<file path="config.mk">
export PLATFORM = sky130hd
export DESIGN_NAME = ccpsd_divider
export DESIGN_NICKNAME = d
export VERILOG_FILES = /design/src/hw/rtl/charge_comparison_psd_unit_defines.svh /design/src/hw/rtl/ccpsd_pkg.sv /design/src/hw/rtl/ccpsd_divider.sv
export SDC_FILE = /design/constraint.sdc
export NUM_CORES = 1
export LEC_CHECK = 0
export BUFFER_PORTS_ARGS = -buffer_cell sky130_fd_sc_hd__clkbuf_2
export CORE_AREA = 2 2 125 127
export DETAILED_ROUTE_END_ITERATION = 8
export DIE_AREA = 0 0 127 129
export HOLD_SLACK_MARGIN = 0.02
export REMOVE_ABC_BUFFERS = 1
export SETUP_SLACK_MARGIN = 0.05
export SLEW_MARGIN = 10
export SYNTH_ARGS = -nofsm -noshare
export SYNTH_HDL_FRONTEND = slang
export SYNTH_SLANG_ARGS = --single-unit
</file>
<file path="constraint.sdc">
create_clock -name clk -period 2.9 [get_ports clk]
set_input_delay 0.29 -clock clk [delete_from_list [all_inputs] [get_ports clk]]
set_output_delay 0.29 -clock clk [all_outputs]
set_load 0.005 [all_outputs]
</file>
<file path="src/hw/rtl/charge_comparison_psd_unit_defines.svh">
// Assertion macros shared by the charge-comparison PSD unit.
// Depends on nothing; included by the files that carry assertions.
`ifndef CHARGE_COMPARISON_PSD_UNIT_DEFINES_SVH
`define CHARGE_COMPARISON_PSD_UNIT_DEFINES_SVH

// The consequent must hold in the same cycle as the antecedent.
`define CCPSD_ASSERT_IMPLIES(label, clk, rst_n, ante, cons, msg) \
    label: assert property (@(posedge clk) disable iff (!rst_n) (ante) |-> (cons)) \
        else $error(msg);

// The consequent must hold in the cycle after the antecedent.
`define CCPSD_ASSERT_NEXT(label, clk, rst_n, ante, cons, msg) \
    label: assert property (@(posedge clk) disable iff (!rst_n) (ante) |=> (cons)) \
        else $error(msg);

`endif

</file>
<file path="src/hw/rtl/ccpsd_pkg.sv">
// Package for the charge-comparison PSD unit: field widths, limits, codes and types.
// Depends on nothing; used by the interfaces and all modules of the block.
`default_nettype none

package ccpsd_pkg;

    localparam int LEN_W     = 12;
    localparam int AMP_W     = 15;
    localparam int POS_W     = 13;
    localparam int END_W     = 14;
    localparam int SUM_W     = 28;
    localparam int RATIO_W   = 17;
    localparam int CNT_W     = 32;
    localparam int CFG_IDX_W = 3;
    localparam int CFG_DAT_W = 15;

    localparam logic signed [SUM_W-1:0] SUM_MAX = {1'b0, {(SUM_W-1){1'b1}}};
    localparam logic signed [SUM_W-1:0] SUM_MIN = {1'b1, {(SUM_W-1){1'b0}}};

    // Saturation magnitudes of the ratio on its positive and negative side.
    localparam int RATIO_POS_LIMIT = 65535;
    localparam int RATIO_NEG_LIMIT = 65536;

    typedef enum logic [CFG_IDX_W-1:0] {
        CFG_FIXED_ANCHOR = 3'd0,
        CFG_PRE_GATE     = 3'd1,
        CFG_SHORT_GATE   = 3'd2,
        CFG_LONG_GATE    = 3'd3,
        CFG_AMP_CUTOFF   = 3'd4
    } ccpsd_cfg_reg_t;

    typedef enum logic [1:0] {
        ST_ACCUM,
        ST_PREP,
        ST_DIVIDE,
        ST_EMIT
    } ccpsd_state_t;

endpackage

`default_nettype wire

</file>
<file path="src/hw/rtl/ccpsd_divider.sv">
// Restoring divider of the charge-comparison PSD unit, one quotient bit per cycle.
// Depends on ccpsd_pkg only through the common import.
`default_nettype none

module ccpsd_divider
    import ccpsd_pkg::*;
#(
    parameter int NUM_W = 45,
    parameter int DEN_W = 28
)
(
    input  logic             clk,
    input  logic             rst_n,
    input  logic             start,
    input  logic [NUM_W-1:0] numer,
    input  logic [DEN_W-1:0] denom,
    output logic             done,
    output logic [NUM_W-1:0] quotient
);

    localparam int STEP_W = (NUM_W > 1) ? $clog2(NUM_W) : 1;

    logic              busy_reg;
    logic              busy_next;
    logic              done_reg;
    logic              done_next;
    logic [STEP_W-1:0] step_reg;
    logic [STEP_W-1:0] step_next;
    logic [NUM_W-1:0]  quot_reg;
    logic [NUM_W-1:0]  quot_next;
    logic [DEN_W-1:0]  rem_reg;
    logic [DEN_W-1:0]  rem_next;
    logic [DEN_W-1:0]  den_reg;
    logic [DEN_W-1:0]  den_next;
    logic [DEN_W:0]    trial;
    logic [DEN_W:0]    trial_sub;
    logic              fits;

    // The quotient register starts as the numerator: its top bit is shifted into
    // the partial remainder and the new quotient bit enters from the bottom.
    assign trial     = {rem_reg, quot_reg[NUM_W-1]};
    assign trial_sub = trial - {1'b0, den_reg};
    assign fits      = trial >= {1'b0, den_reg};

    always_comb
    begin
        busy_next = busy_reg;
        done_next = 1'b0;
        step_next = step_reg;
        quot_next = quot_reg;
        rem_next  = rem_reg;
        den_next  = den_reg;
        if (start)
        begin
            busy_next = 1'b1;
            step_next = STEP_W'(NUM_W - 1);
            quot_next = numer;
            rem_next  = '0;
            den_next  = denom;
        end
        else if (busy_reg)
        begin
            quot_next = {quot_reg[NUM_W-2:0], fits};
            rem_next  = fits ? trial_sub[DEN_W-1:0] : trial[DEN_W-1:0];
            step_next = step_reg - STEP_W'(1);
            if (step_reg == '0)
            begin
                busy_next = 1'b0;
                done_next = 1'b1;
            end
        end
    end

    always_ff @(posedge clk or negedge rst_n)
    begin
        if (!rst_n)
        begin
            busy_reg <= 1'b0;
            done_reg <= 1'b0;
            step_reg <= '0;
        end
        else
        begin
            busy_reg <= busy_next;
            done_reg <= done_next;
            step_reg <= step_next;
        end
    end

    always_ff @(posedge clk)
    begin
        quot_reg <= quot_next;
        rem_reg  <= rem_next;
        den_reg  <= den_next;
    end

    assign done     = done_reg;
    assign quotient = quot_reg;

endmodule

`default_nettype wire

</file>
---- Word level (Yosys, flattened, before mapping) ----
Index checks and enable logic that the tools add are counted.
operators by class
  $add $sub $neg .......................... 2
  magnitude comparators ................... 1
  multiplexer cells ....................... 11
  reduce and logical (&&, ||, !) cells .... 2
operators with widths
  cell                                              number
  two-way mux 45 bit                                2
  >= comparator 29 x 28 -> 1 bit                    1
  two-way mux 28 bit                                1
  subtractor 28 bit                                 1
  two-way mux 6 bit                                 2
  logical NOT 6 bit                                 1
  two-way mux 1 bit                                 6
  subtractor 6 x 1 -> 6 bit, second input constant  1
  nonzero test 2 bit                                1
storage, ports and cells
  register bits ........................... 109
  bits of input ports ..................... 76
  output and inout bits ................... 46

---- Longest topological paths before layout ----
  depth after elaboration ................. 4
  mapped depth ............................ 12

---- Worst setup path after synthesis ----
Ideal clock, no wire load.
  path kind ............................... reg-to-reg
  start ................................... register quot_reg[44], in the netlist quotient[44]
  end ..................................... register rem_reg[20]
  data arrival time ....................... 2.663 ns
  setup slack ............................. 0.147 ns
  stages on the path, launching flop included .. 12
  cells stage by stage .................... edfxtp_1 inv_1 ha_1 fa_1 nor2b_1 o31a_1 o21ai_0 a2111oi_0 o21ai_0 xnor2_1 nand2_1 a311oi_1
on the way
  cells in the longest elaborated chain, start to end .. 2
ends and longest elaborated chain
  what                                                                 line                                      source
  start, declared                                                      ccpsd_divider.sv:29                       logic [NUM_W-1:0] quot_reg;
  start signal, assigned                                               ccpsd_divider.sv:92                       quot_reg <= quot_next;
  subtractor 28 bit or >= comparator 29 x 28 -> 1 bit (tied branches)  ccpsd_divider.sv:42, ccpsd_divider.sv:43
  two-way mux 28 bit *                                                 ccpsd_divider.sv:64                       rem_next = fits ? trial_sub[DEN_W-1:0] : trial[DEN_W-1:0];
  end signal, assigned                                                 ccpsd_divider.sv:93                       rem_reg <= rem_next;
  end, declared                                                        ccpsd_divider.sv:31                       logic [DEN_W-1:0] rem_reg;
Mark *: on every way between the ends. The rest lies on a longest branch, timed or not.
A chain may end at the register's enable or synchronous reset.

---- Worst setup path after layout ----
  start ................................... register den_reg[2]
  end ..................................... register rem_reg[10]
on the way
  cells in the longest elaborated chain, start to end .. 2
ends and longest elaborated chain
  what                                                                 line                                      source
  start, declared                                                      ccpsd_divider.sv:33                       logic [DEN_W-1:0] den_reg;
  start signal, assigned                                               ccpsd_divider.sv:94                       den_reg <= den_next;
  subtractor 28 bit or >= comparator 29 x 28 -> 1 bit (tied branches)  ccpsd_divider.sv:42, ccpsd_divider.sv:43
  two-way mux 28 bit *                                                 ccpsd_divider.sv:64
Marks and branches as above.

==> flow_summary.yaml <==
setup_path:
  startpoint_type: "flop"
  cp.required_ns: 3.17
  crit_chain: "inv_1 > ha_4 > o21a_1 > o31ai_4 > a211oi_4 > o21ai_4 > a211o_1 > and2_4 > buf_4 > or3_1 > a311oi_2"
  crit_path_max_fanout: 5
  crit_arrival_ns: 3.07
  worstPathBufferInverterCount: 2
  crit_type: "flop to flop"
  cpPeakStageDelay_ns: 0.39
  cp-end-kind: "flop"
  critPathTopFamily: "compound AO/OA/AOI/OAI gates"
  slowest_stage: "or3_1"
logic_synthesis:
  synth.most_common_cell: "edfxtp_1"
  synth.yosys.seq_area_share_pct: 49.7
  netlist-cell-type-count: 60
  synthArstFlopShare_pct: 7.34
  avgSynthCellArea_um2: 10.6
  synth_top_area_cell: "edfxtp_1"
  synth_flop_cell: "edfxtp_1"
  synth_top_cells_by_area: "edfxtp_1, dfxtp_1, mux2_2"
  ys_ff_latch: 109
  yosys.area.top_type_share_pct: 36.9
  synth_common_cells: "edfxtp_1, nand2_1, nor2_1"
  synth-edff-count: 73
  netlist_area_mm2: 0.00594
  yosysWarnings: 0
  syn_inst: 560
drt:
  drt-pass1-iter-count: 4
  wl_per_cell_um: 16.1
  drtIter0Drc: 351
  drc: 0
  drt-vias-per-instance: 5.32
  wl_um: 14300
  num_vias: 4720
  antenna_left: 0
sta:
  fmax_ghz: 0.356
  fin_crit_sh_pct: 96.8
  hold-worst-slack_ns: 0.107
  tns_ns: 0
  tightestPinTransition_ns: 0.719
  setup_viol: 0
  hold_violations: 0
  layout_min_cycle_time_ns: 2.81
  grt_setup_unrepaired: "false"
  slew_headroom_pct: 51.9
  clock_skew_ns: 0.0157
  slew_violations: 0
floorplanning:
  core_mm2: 0.0150
  chipWidth_um: 127
  initial_core_util_pct: 39.6
  die_area_mm2: 0.0164
  fp.dieH_um: 129
  io_pins: 122
  row_count: 45
final_layout:
  final_nets: 801
  regArea_mm2: 0.00295
  drive_above_1_share_pct: 35.3
  num_antenna_cells: 0
  syn_to_final_growth_pct: 25.6
  fill_cells: 1387
  largest_reg_flops: 45
  multi_input_area_mm2: 0.00300
cts:
  cts_sinks: 109
  clk_pin_slew_ns: 0.08
  cts_buffers: 9
  cts_root_buffer: "clkbuf_16"
  cts_tree: "built"
  h-tree-depth: 3
  cts_buffer_depth: 2
  insertion_delay_ns: 0.35
pwr:
  p_leak_nw: 3.12
  cell_internal_pwr_mw: 3.67
  power.switching_mw: 1.97
  worst_ir_drop_vdd_v: 0.000374
  seqPwrFrac_pct: 37.6
  comb_power_share_pct: 40.2
  powerDensity_mw_per_mm2: 755
  clkPwrFrac_pct: 22.3
  switching_share_pct: 34.9
place:
  globalplace.congestion: 0.890
  io_buffers: 121
  dpl.hpwl_um: 10200
global_routing:
  antenna_found_initial: 0
  grt_usage_pct: 17.5
  grt_max_degree: 49
  gr-total-overflow: 0
  grt_pass1_vias: 4717
  grt_first_pass_wirelength_um: 22900
run_status:
  status: "finished, final reports clean"
hold_path:
  hold_class: "primary input to flop"
flow_run:
  cap_violations: 0
==> repair_timing <==
action                                 CTS  global route
buffers inserted                         0             4
gates resized for setup                  4            46
setup endpoints to repair               12            29
endpoints found under the hold margin    8             0
pin swaps                                2             7
hold buffers                             1             0
==> path summary, 6_finish.rpt <==
kind	cells after the start	endpoint	start	slack (ns)
setup / recovery	11	rem_reg[10]$_SDFFE_PP0P_	den_reg[2]$_DFFE_PP_	0.09
hold / removal	1	den_reg[5]$_DFFE_PP_	denom[5]	0.11
setup reg to reg	11	rem_reg[10]$_SDFFE_PP0P_	den_reg[2]$_DFFE_PP_	0.09
hold reg to reg	2	rem_reg[19]$_SDFFE_PP0P_	rem_reg[19]$_SDFFE_PP0P_	0.50
max in group asynchronous	2	busy_reg$_DFF_PN0_	rst_n	2.40
min in group asynchronous	2	step_reg[5]$_DFFE_PN0P_	rst_n	0.31
==> cell usage in the layout, fill, tap and decap left out, drive strengths merged, types with 6 or more instances in the layout <==
cell type	n
xnor2	17
a211oi	14
mux2	45
or3	7
nor2	49
clkbuf	130
o21ai	23
ha	30
a21oi	27
edfxtp	73
buf	26
dfxtp	28
dfrtp	8
and3	7
nor3	6
inv	43
a311oi	19
nand3	11
nand2	54
==> worst reg2reg max path, cell delays in order, from the launching register on <==
cell	delay, ns
edfxtp_1	0.34
inv_1	0.07
ha_4	0.30
o21a_1	0.16
o31ai_4	0.11
a211oi_4	0.32
o21ai_4	0.09
a211o_1	0.36
and2_4	0.17
buf_4	0.15
or3_1	0.39
a311oi_2	0.27
==> power groups by stage <==
stage	clock [mW]	combinational, mW	sequential [mW]
2_1_floorplan	0	1.37	2.09
3_3_place_gp	0	2.00	2.12
3_5_place_dp	0	2.02	2.12
4_1_cts	1.31	2.04	2.09
5_1_grt	1.35	2.50	2.15
6_report	1.26	2.26	2.12
==> cell type report <==
| type | instances | share of cell area [%] |
|---|---|---|
| repair buffers | 147 | 11.0 |
| inverters | 41 | 2.06 |
| flip-flops and latches | 109 | 39.6 |
| well taps | 188 | 3.15 |
| clock buffers | 10 | 3.07 |
| clock inverters | 6 | 0.939 |
| multi-input cells | 386 | 40.2 |
==> cell families (layout without fill, tap and decap cells) <==
kind of cell	after synthesis	in the layout	synth area share [%]
AO/OA/AOI/OAI	121	121	14.1
buffers and inverters	65	204	4.32
XOR/XNOR	22	22	3.24
adder cells (fa/ha/maj)	31	31	6.66
AND/OR/NAND/NOR	164	164	12.9
flip-flops	109	109	49.7
multiplexers	48	48	9.04
==> routing by layer <==
| metal | wire [um] | part of all wire [%] | vias up | GRT usage (%) |
|---|---|---|---|---|
| li1 | - | - | 2321 | - |
| met1 | 6370 | 45 | 2247 | 22.3 |
| met2 | 6840 | 48 | 134 | 29.2 |
| met3 | 855 | 6.0 | 18 | 5.07 |
| met4 | 215 | 1.5 | 0 | 4.91 |
| met5 | 0 | 0 | - | 0 |
==> per-stage QoR <==
step | power (mW) | instance area, um2 | utilization (%) | setup WS (ns) | cells
final | 5.64 | 7460 | 49.8 | 0.0926 | 887
after global routing | 6.00 | 7460 | 49.8 | 0.0285 | 887
after CTS | 5.44 | 7170 | 47.9 | 0.0545 | 883
after detailed placement | 4.14 | 6850 | 45.7 | 0.0230 | 866
after global placement | 4.11 | 6850 | 45.7 | 0.0854 | 866
after floorplan | 3.46 | 5840 | - | 0.124 | 536
(Power assumes the default switching activity.)
